### config.mk
export PLATFORM = sky130hd
export DESIGN_NAME = grid_line_point_stepper_core
export DESIGN_NICKNAME = d
export VERILOG_FILES = /design/src/rtl/glps_pkg.sv /design/src/rtl/glps_queue.sv /design/src/rtl/glps_front.sv /design/src/rtl/glps_back.sv /design/src/rtl/grid_line_point_stepper_core.sv
export SDC_FILE = /design/constraint.sdc
export NUM_CORES = 1
export LEC_CHECK = 0
export ABC_AREA = 1
export BUFFER_PORTS_ARGS = -buffer_cell sky130_fd_sc_hd__buf_2
export CORE_MARGIN = 2
export CORE_UTILIZATION = 35
export CTS_CLUSTER_DIAMETER = 40
export DETAILED_ROUTE_END_ITERATION = 8
export HOLD_SLACK_MARGIN = 0.02
export PLACE_DENSITY = 0.55
export SYNTH_ARGS = -nofsm -noshare
export SYNTH_HDL_FRONTEND = slang
export SYNTH_SLANG_ARGS = --single-unit
export TNS_END_PERCENT = 1
### constraint.sdc
create_clock -name clk -period 3.11 [get_ports clk]
set_input_delay 0.4665 -clock clk [delete_from_list [all_inputs] [get_ports clk]]
set_output_delay 0.4665 -clock clk [all_outputs]
set_load 0.02 [all_outputs]
### src/rtl/glps_pkg.sv
`default_nettype none

package glps_pkg;

    localparam int COORD_BITS     = 6;
    localparam int QUEUE_DEPTH    = 2;
    localparam int QUEUE_PTR_BITS = $clog2(QUEUE_DEPTH);

    typedef logic [COORD_BITS-1:0] coord_t;
    typedef logic [COORD_BITS:0]   delta_t;
    typedef logic [QUEUE_PTR_BITS-1:0] qptr_t;
    typedef logic [QUEUE_PTR_BITS:0]   qcount_t;

    typedef struct packed {
        coord_t start_maj;
        coord_t start_min;
        coord_t mag_maj;
        coord_t mag_min;
        logic   maj_neg;
        logic   min_neg;
        logic   x_major;
    } cmd_t;

    typedef struct packed {
        logic full;
        logic empty;
    } q_stat_t;

    typedef enum logic {
        BACK_IDLE,
        BACK_RUN
    } back_state_t;

endpackage

`default_nettype wire

### src/rtl/glps_queue.sv
`default_nettype none

module glps_queue (
    input  wire logic             clk,
    input  wire logic             rst_n,
    input  wire logic             push,
    input  wire glps_pkg::cmd_t   push_cmd,
    input  wire logic             pop,
    output glps_pkg::cmd_t        pop_cmd,
    output glps_pkg::q_stat_t     stat
);

    glps_pkg::cmd_t    entry_reg [glps_pkg::QUEUE_DEPTH];
    glps_pkg::qptr_t   wr_ptr_reg;
    glps_pkg::qptr_t   wr_ptr_next;
    glps_pkg::qptr_t   rd_ptr_reg;
    glps_pkg::qptr_t   rd_ptr_next;
    glps_pkg::qcount_t count_reg;
    glps_pkg::qcount_t count_next;

    always_comb
    begin
        stat.full   = (count_reg == glps_pkg::qcount_t'(glps_pkg::QUEUE_DEPTH));
        stat.empty  = (count_reg == '0);
        pop_cmd     = entry_reg[rd_ptr_reg];
        wr_ptr_next = wr_ptr_reg;
        rd_ptr_next = rd_ptr_reg;
        count_next  = count_reg;
        if (push)
        begin
            wr_ptr_next = (wr_ptr_reg == glps_pkg::qptr_t'(glps_pkg::QUEUE_DEPTH - 1))
                          ? '0 : wr_ptr_reg + glps_pkg::qptr_t'(1);
        end
        if (pop)
        begin
            rd_ptr_next = (rd_ptr_reg == glps_pkg::qptr_t'(glps_pkg::QUEUE_DEPTH - 1))
                          ? '0 : rd_ptr_reg + glps_pkg::qptr_t'(1);
        end
        if (push && !pop)
        begin
            count_next = count_reg + glps_pkg::qcount_t'(1);
        end
        else if (pop && !push)
        begin
            count_next = count_reg - glps_pkg::qcount_t'(1);
        end
    end

    always_ff @(posedge clk or negedge rst_n)
    begin
        if (!rst_n)
        begin
            wr_ptr_reg <= '0;
            rd_ptr_reg <= '0;
            count_reg  <= '0;
        end
        else
        begin
            wr_ptr_reg <= wr_ptr_next;
            rd_ptr_reg <= rd_ptr_next;
            count_reg  <= count_next;
        end
    end

    always_ff @(posedge clk)
    begin
        if (push)
        begin
            entry_reg[wr_ptr_reg] <= push_cmd;
        end
    end

endmodule

`default_nettype wire

### src/rtl/glps_front.sv
`default_nettype none

module glps_front (
    input  wire logic              in_valid,
    output logic                   in_ready,
    input  wire glps_pkg::coord_t  start_x,
    input  wire glps_pkg::coord_t  start_y,
    input  wire glps_pkg::coord_t  end_x,
    input  wire glps_pkg::coord_t  end_y,
    input  wire glps_pkg::q_stat_t stat,
    output logic                   push,
    output glps_pkg::cmd_t         push_cmd
);

    glps_pkg::delta_t dx;
    glps_pkg::delta_t dy;
    glps_pkg::delta_t abs_x;
    glps_pkg::delta_t abs_y;
    glps_pkg::coord_t mag_x;
    glps_pkg::coord_t mag_y;
    logic             x_major;

    always_comb
    begin
        dx      = {1'b0, end_x} - {1'b0, start_x};
        dy      = {1'b0, end_y} - {1'b0, start_y};
        abs_x   = dx[glps_pkg::COORD_BITS] ? (~dx + glps_pkg::delta_t'(1)) : dx;
        abs_y   = dy[glps_pkg::COORD_BITS] ? (~dy + glps_pkg::delta_t'(1)) : dy;
        mag_x   = abs_x[glps_pkg::COORD_BITS-1:0];
        mag_y   = abs_y[glps_pkg::COORD_BITS-1:0];
        x_major = (mag_x > mag_y);

        push_cmd.x_major = x_major;
        if (x_major)
        begin
            push_cmd.start_maj = start_x;
            push_cmd.start_min = start_y;
            push_cmd.mag_maj   = mag_x;
            push_cmd.mag_min   = mag_y;
            push_cmd.maj_neg   = dx[glps_pkg::COORD_BITS];
            push_cmd.min_neg   = dy[glps_pkg::COORD_BITS];
        end
        else
        begin
            push_cmd.start_maj = start_y;
            push_cmd.start_min = start_x;
            push_cmd.mag_maj   = mag_y;
            push_cmd.mag_min   = mag_x;
            push_cmd.maj_neg   = dy[glps_pkg::COORD_BITS];
            push_cmd.min_neg   = dx[glps_pkg::COORD_BITS];
        end

        in_ready = !stat.full;
        // a zero-length line is taken and dropped
        push     = in_valid && in_ready && (push_cmd.mag_maj != '0);
    end

endmodule

`default_nettype wire

### src/rtl/glps_back.sv
`default_nettype none

module glps_back (
    input  wire logic              clk,
    input  wire logic              rst_n,
    input  wire glps_pkg::q_stat_t stat,
    input  wire glps_pkg::cmd_t    pop_cmd,
    output logic                   pop,
    output logic                   out_valid,
    input  wire logic              out_ready,
    output glps_pkg::coord_t       point_x,
    output glps_pkg::coord_t       point_y,
    output logic                   last
);

    glps_pkg::back_state_t state_reg;
    glps_pkg::back_state_t state_next;
    glps_pkg::coord_t      maj_reg;
    glps_pkg::coord_t      maj_next;
    glps_pkg::coord_t      min_reg;
    glps_pkg::coord_t      min_next;
    glps_pkg::coord_t      rem_reg;
    glps_pkg::coord_t      rem_next;
    glps_pkg::coord_t      left_reg;
    glps_pkg::coord_t      left_next;
    glps_pkg::coord_t      amaj_reg;
    glps_pkg::coord_t      amin_reg;
    logic                  maj_neg_reg;
    logic                  min_neg_reg;
    logic                  x_major_reg;
    logic                  load;
    logic                  out_valid_reg;
    logic                  out_valid_next;
    glps_pkg::coord_t      px_reg;
    glps_pkg::coord_t      px_next;
    glps_pkg::coord_t      py_reg;
    glps_pkg::coord_t      py_next;
    logic                  last_reg;
    logic                  last_next;
    glps_pkg::delta_t      rem_sum;
    logic                  min_step;

    assign out_valid = out_valid_reg;
    assign point_x   = px_reg;
    assign point_y   = py_reg;
    assign last      = last_reg;

    always_comb
    begin
        state_next     = state_reg;
        maj_next       = maj_reg;
        min_next       = min_reg;
        rem_next       = rem_reg;
        left_next      = left_reg;
        out_valid_next = out_valid_reg && !out_ready;
        px_next        = px_reg;
        py_next        = py_reg;
        last_next      = last_reg;
        pop            = 1'b0;
        load           = 1'b0;

        // remainder of minor * step / major, carried one step at a time
        rem_sum  = {1'b0, rem_reg} + {1'b0, amin_reg};
        min_step = (rem_sum >= {1'b0, amaj_reg});

        case (state_reg)
            glps_pkg::BACK_IDLE:
            begin
                if (!stat.empty)
                begin
                    pop        = 1'b1;
                    load       = 1'b1;
                    maj_next   = pop_cmd.start_maj;
                    min_next   = pop_cmd.start_min;
                    rem_next   = '0;
                    left_next  = pop_cmd.mag_maj;
                    state_next = glps_pkg::BACK_RUN;
                end
            end
            glps_pkg::BACK_RUN:
            begin
                if (!out_valid_reg || out_ready)
                begin
                    maj_next = maj_neg_reg ? maj_reg - glps_pkg::coord_t'(1)
                                           : maj_reg + glps_pkg::coord_t'(1);
                    if (min_step)
                    begin
                        rem_next = glps_pkg::coord_t'(rem_sum - {1'b0, amaj_reg});
                        min_next = min_neg_reg ? min_reg - glps_pkg::coord_t'(1)
                                               : min_reg + glps_pkg::coord_t'(1);
                    end
                    else
                    begin
                        rem_next = glps_pkg::coord_t'(rem_sum);
                    end
                    left_next      = left_reg - glps_pkg::coord_t'(1);
                    out_valid_next = 1'b1;
                    px_next        = x_major_reg ? maj_next : min_next;
                    py_next        = x_major_reg ? min_next : maj_next;
                    last_next      = (left_reg == glps_pkg::coord_t'(1));
                    if (left_reg == glps_pkg::coord_t'(1))
                    begin
                        state_next = glps_pkg::BACK_IDLE;
                    end
                end
            end
            default:
            begin
                state_next = glps_pkg::BACK_IDLE;
            end
        endcase
    end

    always_ff @(posedge clk or negedge rst_n)
    begin
        if (!rst_n)
        begin
            state_reg     <= glps_pkg::BACK_IDLE;
            out_valid_reg <= 1'b0;
        end
        else
        begin
            state_reg     <= state_next;
            out_valid_reg <= out_valid_next;
        end
    end

    always_ff @(posedge clk)
    begin
        maj_reg  <= maj_next;
        min_reg  <= min_next;
        rem_reg  <= rem_next;
        left_reg <= left_next;
        px_reg   <= px_next;
        py_reg   <= py_next;
        last_reg <= last_next;
        if (load)
        begin
            amaj_reg    <= pop_cmd.mag_maj;
            amin_reg    <= pop_cmd.mag_min;
            maj_neg_reg <= pop_cmd.maj_neg;
            min_neg_reg <= pop_cmd.min_neg;
            x_major_reg <= pop_cmd.x_major;
        end
    end

endmodule

`default_nettype wire

### src/rtl/grid_line_point_stepper_core.sv
// Line point stepper on a 64 by 64 grid. Each input word gives a start and an end
// point; the block emits the points of the line after the start up to and including
// the end, one output word per point, with last set on the end point. The axis with
// the larger distance is the major axis (y on a tie); each point moves one along it,
// and the minor offset at step k is floor(minor * k / major), kept exactly with a
// running remainder. An equal start and end produces no output. The front classifier
// takes a word in the cycle it arrives while its two-entry command queue has room; the
// stepping unit then picks up one command in its idle state and steps through its
// n = max(|dx|, |dy|) points, at most 63, in its run state, holding while out_ready is
// low; it takes the next command only once the end point has been produced.
`default_nettype none

module grid_line_point_stepper_core (
    input  wire logic             clk,
    input  wire logic             rst_n,
    input  wire logic             in_valid,
    output logic                  in_ready,
    input  wire glps_pkg::coord_t start_x,
    input  wire glps_pkg::coord_t start_y,
    input  wire glps_pkg::coord_t end_x,
    input  wire glps_pkg::coord_t end_y,
    output logic                  out_valid,
    input  wire logic             out_ready,
    output glps_pkg::coord_t      point_x,
    output glps_pkg::coord_t      point_y,
    output logic                  last
);

    glps_pkg::q_stat_t stat;
    glps_pkg::cmd_t    push_cmd;
    glps_pkg::cmd_t    pop_cmd;
    logic              push;
    logic              pop;

    glps_front u_front (
        .in_valid (in_valid),
        .in_ready (in_ready),
        .start_x  (start_x),
        .start_y  (start_y),
        .end_x    (end_x),
        .end_y    (end_y),
        .stat     (stat),
        .push     (push),
        .push_cmd (push_cmd)
    );

    glps_queue u_queue (
        .clk      (clk),
        .rst_n    (rst_n),
        .push     (push),
        .push_cmd (push_cmd),
        .pop      (pop),
        .pop_cmd  (pop_cmd),
        .stat     (stat)
    );

    glps_back u_back (
        .clk       (clk),
        .rst_n     (rst_n),
        .stat      (stat),
        .pop_cmd   (pop_cmd),
        .pop       (pop),
        .out_valid (out_valid),
        .out_ready (out_ready),
        .point_x   (point_x),
        .point_y   (point_y),
        .last      (last)
    );

endmodule

`default_nettype wire

* Yosys cells after proc, flatten, opt, wreduce, memory -nomap -nowiden
Memory sizes are Yosys's and may differ from the RTL's. Index checks and enable logic that the tools add are counted.
Storage, ports and cells: bits in registers 58, latch bits 0, memory bits (writable) 54, ROM bits 0, logic and storage cells 92, memories kept 1
Memories:
- u_queue.entry_reg | depth 2, bits a word 27, read ports 1, clocked after Yosys merged registers in 0, wr ports 1, line glps_queue.sv:13 | glps_pkg::cmd_t entry_reg [glps_pkg::QUEUE_DEPTH];
Cells by class: add/sub/neg operators 15, multiply operators 0, divide/modulo/power cells 0, magnitude comparators 2, eq/ne operators 4, shift operators 0, multiplexer cells 34, bitwise gates (word level) 3, reductions and logical operators 16
Operators with widths (count):
- 6-bit 2-to-1 mux | 16
- 6-bit case mux with 2 select lines | 4
- 26-bit 2-to-1 mux | 1
- 6-bit by 1-bit adder with 6-bit output (second input constant) | 4
- 6-bit by 1-bit subtractor with 6-bit output (second input constant) | 3
- 6-bit by 6-bit subtractor with 7-bit output | 2
- 6-bit inverter | 2
- 1-bit 2-to-1 mux | 10
- 6-bit by 6-bit adder with 7-bit output | 1
- 7-bit by 6-bit greater-or-equal comparator with 1-bit output | 1
- 6-bit by 1-bit == test with 1-bit output (second input constant) | 1
- 6-bit > comparator | 1
- 6-bit nonzero test | 1
- 6-bit subtractor | 1
- 1-bit logical AND | 5
- 1-bit zero test | 5
- 2-bit 2-to-1 mux | 2
- 2-bit != test (second input constant) | 2
- 2-bit AND reduction | 2
- 1-bit adder (second input constant) | 2
- 2-bit by 1-bit adder with 2-bit output (second input constant) | 1
- 2-bit == test (second input constant) | 1
- 2-bit zero test | 1
- 1-bit case mux with 2 select lines | 1
- 4 further kinds | 4

* Depth between registers and ports, before layout
depth in word-level cells 12, mapped depth 32, mapped depth without buffers 31

* Cells and area by module
A second synthesis with hierarchy kept.
Unflattened totals: cell total of the unflattened synthesis 737, area, all modules 6982.9 µm²
Modules (own cells, without submodules):
- glps_back | instances 1, cells each 342, area each 3253.1 µm²
- glps_queue | instances 1, cells each 109, area each 2254.7 µm²
- glps_front | instances 1, cells each 286, area each 1475.2 µm²

* Worst setup path after synthesis
Ideal clock, no wire load.
kind input port to flip-flop, from in end_x[0], to mem u_queue.entry_reg[1][0] (netlist bit) (enable), arrival 4.121 ns, slack -1.422 ns, stages on the path 23, buffers on the path 0, cells stage by stage inv_1 ha_1 fa_1 ha_1 inv_1 nor2_1 nand2_1 nand3_1 nand2_1 ha_1 nand2_1 nor2_1 nand2_1 clkinv_1 nor2_2 nor2_8 nand3_1 nand2_2 nand2_2 nor2_2 nand3_2 nand2_2 nor2_1
RTL lines:
- start, declared | line grid_line_point_stepper_core.sv:20 | input wire glps_pkg::coord_t end_x,
- end, declared | line glps_queue.sv:13

==> metrics.md <==
| Metric | Value |
|---|---|
| Failing checks | `setup timing` |
| Max reg flops | `54` |
| Vias in the first global route | `~5100` |
| Initial Util | `a little over a third` |
| Worst skew pair latency | `approximately 0.35 ns` |
| Min Tclk post-route | `between 3 and 4 ns` |
| Area grow syn2layout | `32.9%` |
| Most used cell, CP | `nand2_2` |
| Count of warnings emitted by yosys | `0` |
| VDD IR max | `about 350 uV` |
| Final antenna-violating net count | `0` |
| Largest net degree at the start of global routing | `29` |
| Initial drt markers | `between 200 and 250` |
| Worst Setup Slack, final | `-0.590 ns` |
| NumNets Final | `972` |
| TNS Setup | `-29.43 ns` |
| Cells after synthesis | `around 740` |
| Power Total | `8.06 mW` |
| Worst-Margin Slew | `roughly 0.6 ns` |
| Setup crit end kind | `flip-flop` |
| First-pass GRT wire length | `~25000 microns` |
| CP arrival | `3.81 ns` |
| Maximum clock path buffer count | `2` |
| Die Wd | `between 100 and 150 microns` |
| Static Leak | `around 4 nW` |
| Port Buffers | `42` |
| Internal reg-to-reg setup slack | `approximately 0.18 ns` |
| CTS tree | `built` |
| Fmax | `270 MHz` |
| Final count of pins violating max slew | `0` |
| Core ar. | `about 19000 sq um` |
| Final Hold Viols | `0` |
| Via count | `between 5000 and 6000` |
| Outcome | `complete, but fails checks` |
| Critical path launch point type | `input port` |
| Unique masters post-synth | `between 40 and 50` |
| CP required | `around 3.2 ns` |
| Fin crit share | `119%` |
| Total CTS buffers | `9` |
| Die Ht | `between 100 and 150 microns` |
| Worst min path class | `in2reg` |
| Initial antenna violation count | `0` |
| Seq/Total Area, Yosys | `49.4%` |
| Final Hold Slack | `0.390 ns` |
| Crit path max fanout | `8` |
| Total congestion overflow | `0` |
| PD cells | `approximately 900 nW/um^2` |
| Sinks on Clock Net | `~110` |
| Place WS | `-1.13 ns` |
| DRC viols | `0` |
| Final wirelength | `~15000 microns` |
| Net Count, Synth | `818` |
| Average via count per standard cell | `around 4.5` |
| Slowest CP cell | `fa_2` |
| Total Routing Usage GR | `15.5%` |
| Fin Clk Skew | `about 0.0067 ns` |
| Syn_area_per_cell | `between 9 and 10 sq um` |
| Routed length per placed instance | `about 13 microns` |
| Slew headroom | `about three fifths` |
| Share of layout cells above drive strength 1 | `33.6%` |
| Mapped Area | `approximately 6800 sq um` |
| Ant. Diodes | `0` |
| TritonRoute pass-1 iters | `4` |
| RSZ-0062 raised after global routing | `true` |
| Max-cap check violation count | `0` |
| GPL Wtd Cong | `roughly 0.84` |
| CP peak stage delay | `0.58 ns` |
| Kind of critical path | `in2reg` |
| Clock-pin slew on the worst setup and hold paths | `about 0.070 ns` |
| Setup Viol. Count Final | `between 60 and 70` |
| Die area | `roughly 20000 sq um` |
| Floorplan row count | `50` |
| H-tree depth | `3` |
| Root Driver | `clkbuf_16` |
| I/O pins | `43` |
| Yosys reg bits | `approximately 110` |
| Detail Placement HPWL | `roughly 11000 microns` |
| Filler instances | `approximately 1800` |
==> area by class of cell <==
| class | instances | area, sq um | share of cell area [%] |
|---|---|---|---|
| clock buffers | 9 | 225 | 2.51 |
| clock inverters | 7 | 78.8 | 0.878 |
| inverters | 100 | 402 | 4.48 |
| multi-input cells | 509 | 3380 | 37.6 |
| flip-flops and latches | 112 | 3330 | 37.1 |
| well taps | 260 | 325 | 3.62 |
| repair buffers | 163 | 1230 | 13.7 |
==> final timing paths <==
kind,startpoint,endpoint,cells past startpoint
setup / recovery,start_x[0],u_queue.entry_reg[0][22]$_DFFE_PP_,28
hold / removal,out_ready,u_back.out_valid$_DFF_PN0_,4
setup reg to reg,u_back.amin_reg[0]$_DFFE_PP_,u_back.min_reg[2]$_DFFE_PP_,13
hold reg to reg,u_queue.count_reg[0]$_DFFE_PN0P_,u_queue.count_reg[0]$_DFFE_PN0P_,1
max in group asynchronous,rst_n,u_queue.wr_ptr_reg$_DFFE_PN0P_,2
min in group asynchronous,rst_n,u_back.state_reg$_DFF_PN0_,2
==> logic make-up (layout without fill, tap and decap cells) <==
family / Yosys count / in the layout / synth area share, %
AND/OR/NAND/NOR: 346 / 346 / 23.1
XOR/XNOR: 25 / 25 / 3.24
flip-flops: 112 / 112 / 49.4
adder cells (fa/ha/maj): 49 / 49 / 9.75
AO/OA/AOI/OAI: 89 / 89 / 7.34
buffers and inverters: 120 / 279 / 7.21
==> layout by cell type (no fill, tap or decap), types with 20 or more instances in the layout <==
| master | synthesis | routed |
|---|---|---|
| nand3_1 | 53 | 39 |
| nand2_1 | 216 | 193 |
| o21ai_0 | 33 | 25 |
| inv_1 | 90 | 81 |
| buf_4 | 1 | 109 |
| a21oi_1 | 23 | 20 |
| buf_2 | 2 | 39 |
| nand2_2 | 17 | 34 |
| edfxtp_1 | 106 | 106 |
| o21ai_1 | 13 | 20 |
| nor2_1 | 27 | 24 |
| ha_1 | 43 | 27 |
==> synthesized netlist by cell type (all sizes together) <==
| cell | number | area share (%) |
|---|---|---|
| buf | 8 | 0.98 |
| a32oi | 1 | 0.13 |
| nand2 | 237 | 14 |
| o21a | 2 | 0.22 |
| a21oi | 26 | 2.1 |
| o21ai | 48 | 3.7 |
| a31oi | 6 | 0.56 |
| inv | 98 | 5.4 |
| o21bai | 2 | 0.22 |
| clkbuf | 12 | 0.67 |
| nor3 | 4 | 0.54 |
| edfxtp | 106 | 47 |
| dfrtp | 6 | 2.2 |
| xor2 | 12 | 1.6 |
| nand4 | 6 | 0.56 |
| a22oi | 2 | 0.22 |
| fa | 6 | 1.8 |
| nor2 | 32 | 2.3 |
| or2 | 8 | 0.74 |
| ha | 43 | 8.0 |
| xnor2 | 13 | 1.7 |
| nand3 | 56 | 4.4 |
| o211ai | 1 | 0.11 |
| clkinv | 2 | 0.11 |
| nand3b | 3 | 0.33 |
| a21boi | 1 | 0.11 |
==> metrics by stage <==
step           cell area [sq um]  instances  util, %
2_1_floorplan               6840        741        -
3_3_place_gp                8040       1122     42.7
3_5_place_dp                8040       1122     42.7
4_1_cts                     8810       1156     46.8
5_1_grt                     8970       1160     47.7
6_report                    8970       1160     47.7
==> per-layer routing <==
| metal | GRT usage [%] | up-vias | share of wire [%] | routed length, microns |
|---|---|---|---|---|
| met5 | 0 | - | 0 | 0 |
| met4 | 4.59 | 0 | 1.3 | 201 |
| met3 | 1.81 | 13 | 2.5 | 373 |
| met2 | 26.9 | 68 | 51 | 7670 |
| met1 | 20.4 | 2420 | 46 | 6940 |
| li1 | - | 2757 | - | - |
==> report_power, final <==
part | internal [mW] | switching [mW] | leakage [nW] | total [mW]
sequential | 2.45 | 0.150 | 1.07 | 2.60
clock | 0.632 | 0.531 | 0.139 | 1.16
combinational | 1.89 | 2.41 | 2.83 | 4.30
total | 4.97 | 3.09 | 4.04 | 8.06
==> critical path: cells and delay by family <==
kind	cells	cell delay (ns)
and+or+nand+nor	15	1.25
adders and majority gates	4	1.10
buffers and inverters	9	0.99
==> timing repair <==
action	CTS	global route
gates resized for setup	71	32
pin swaps	28	23
hold endpoints to repair	6	0
buffers inserted	17	4
cloned	1	0
setup endpoints to repair	102	123
hold buffers	1	0
Note: power is estimated with default switching activity, not from simulation.
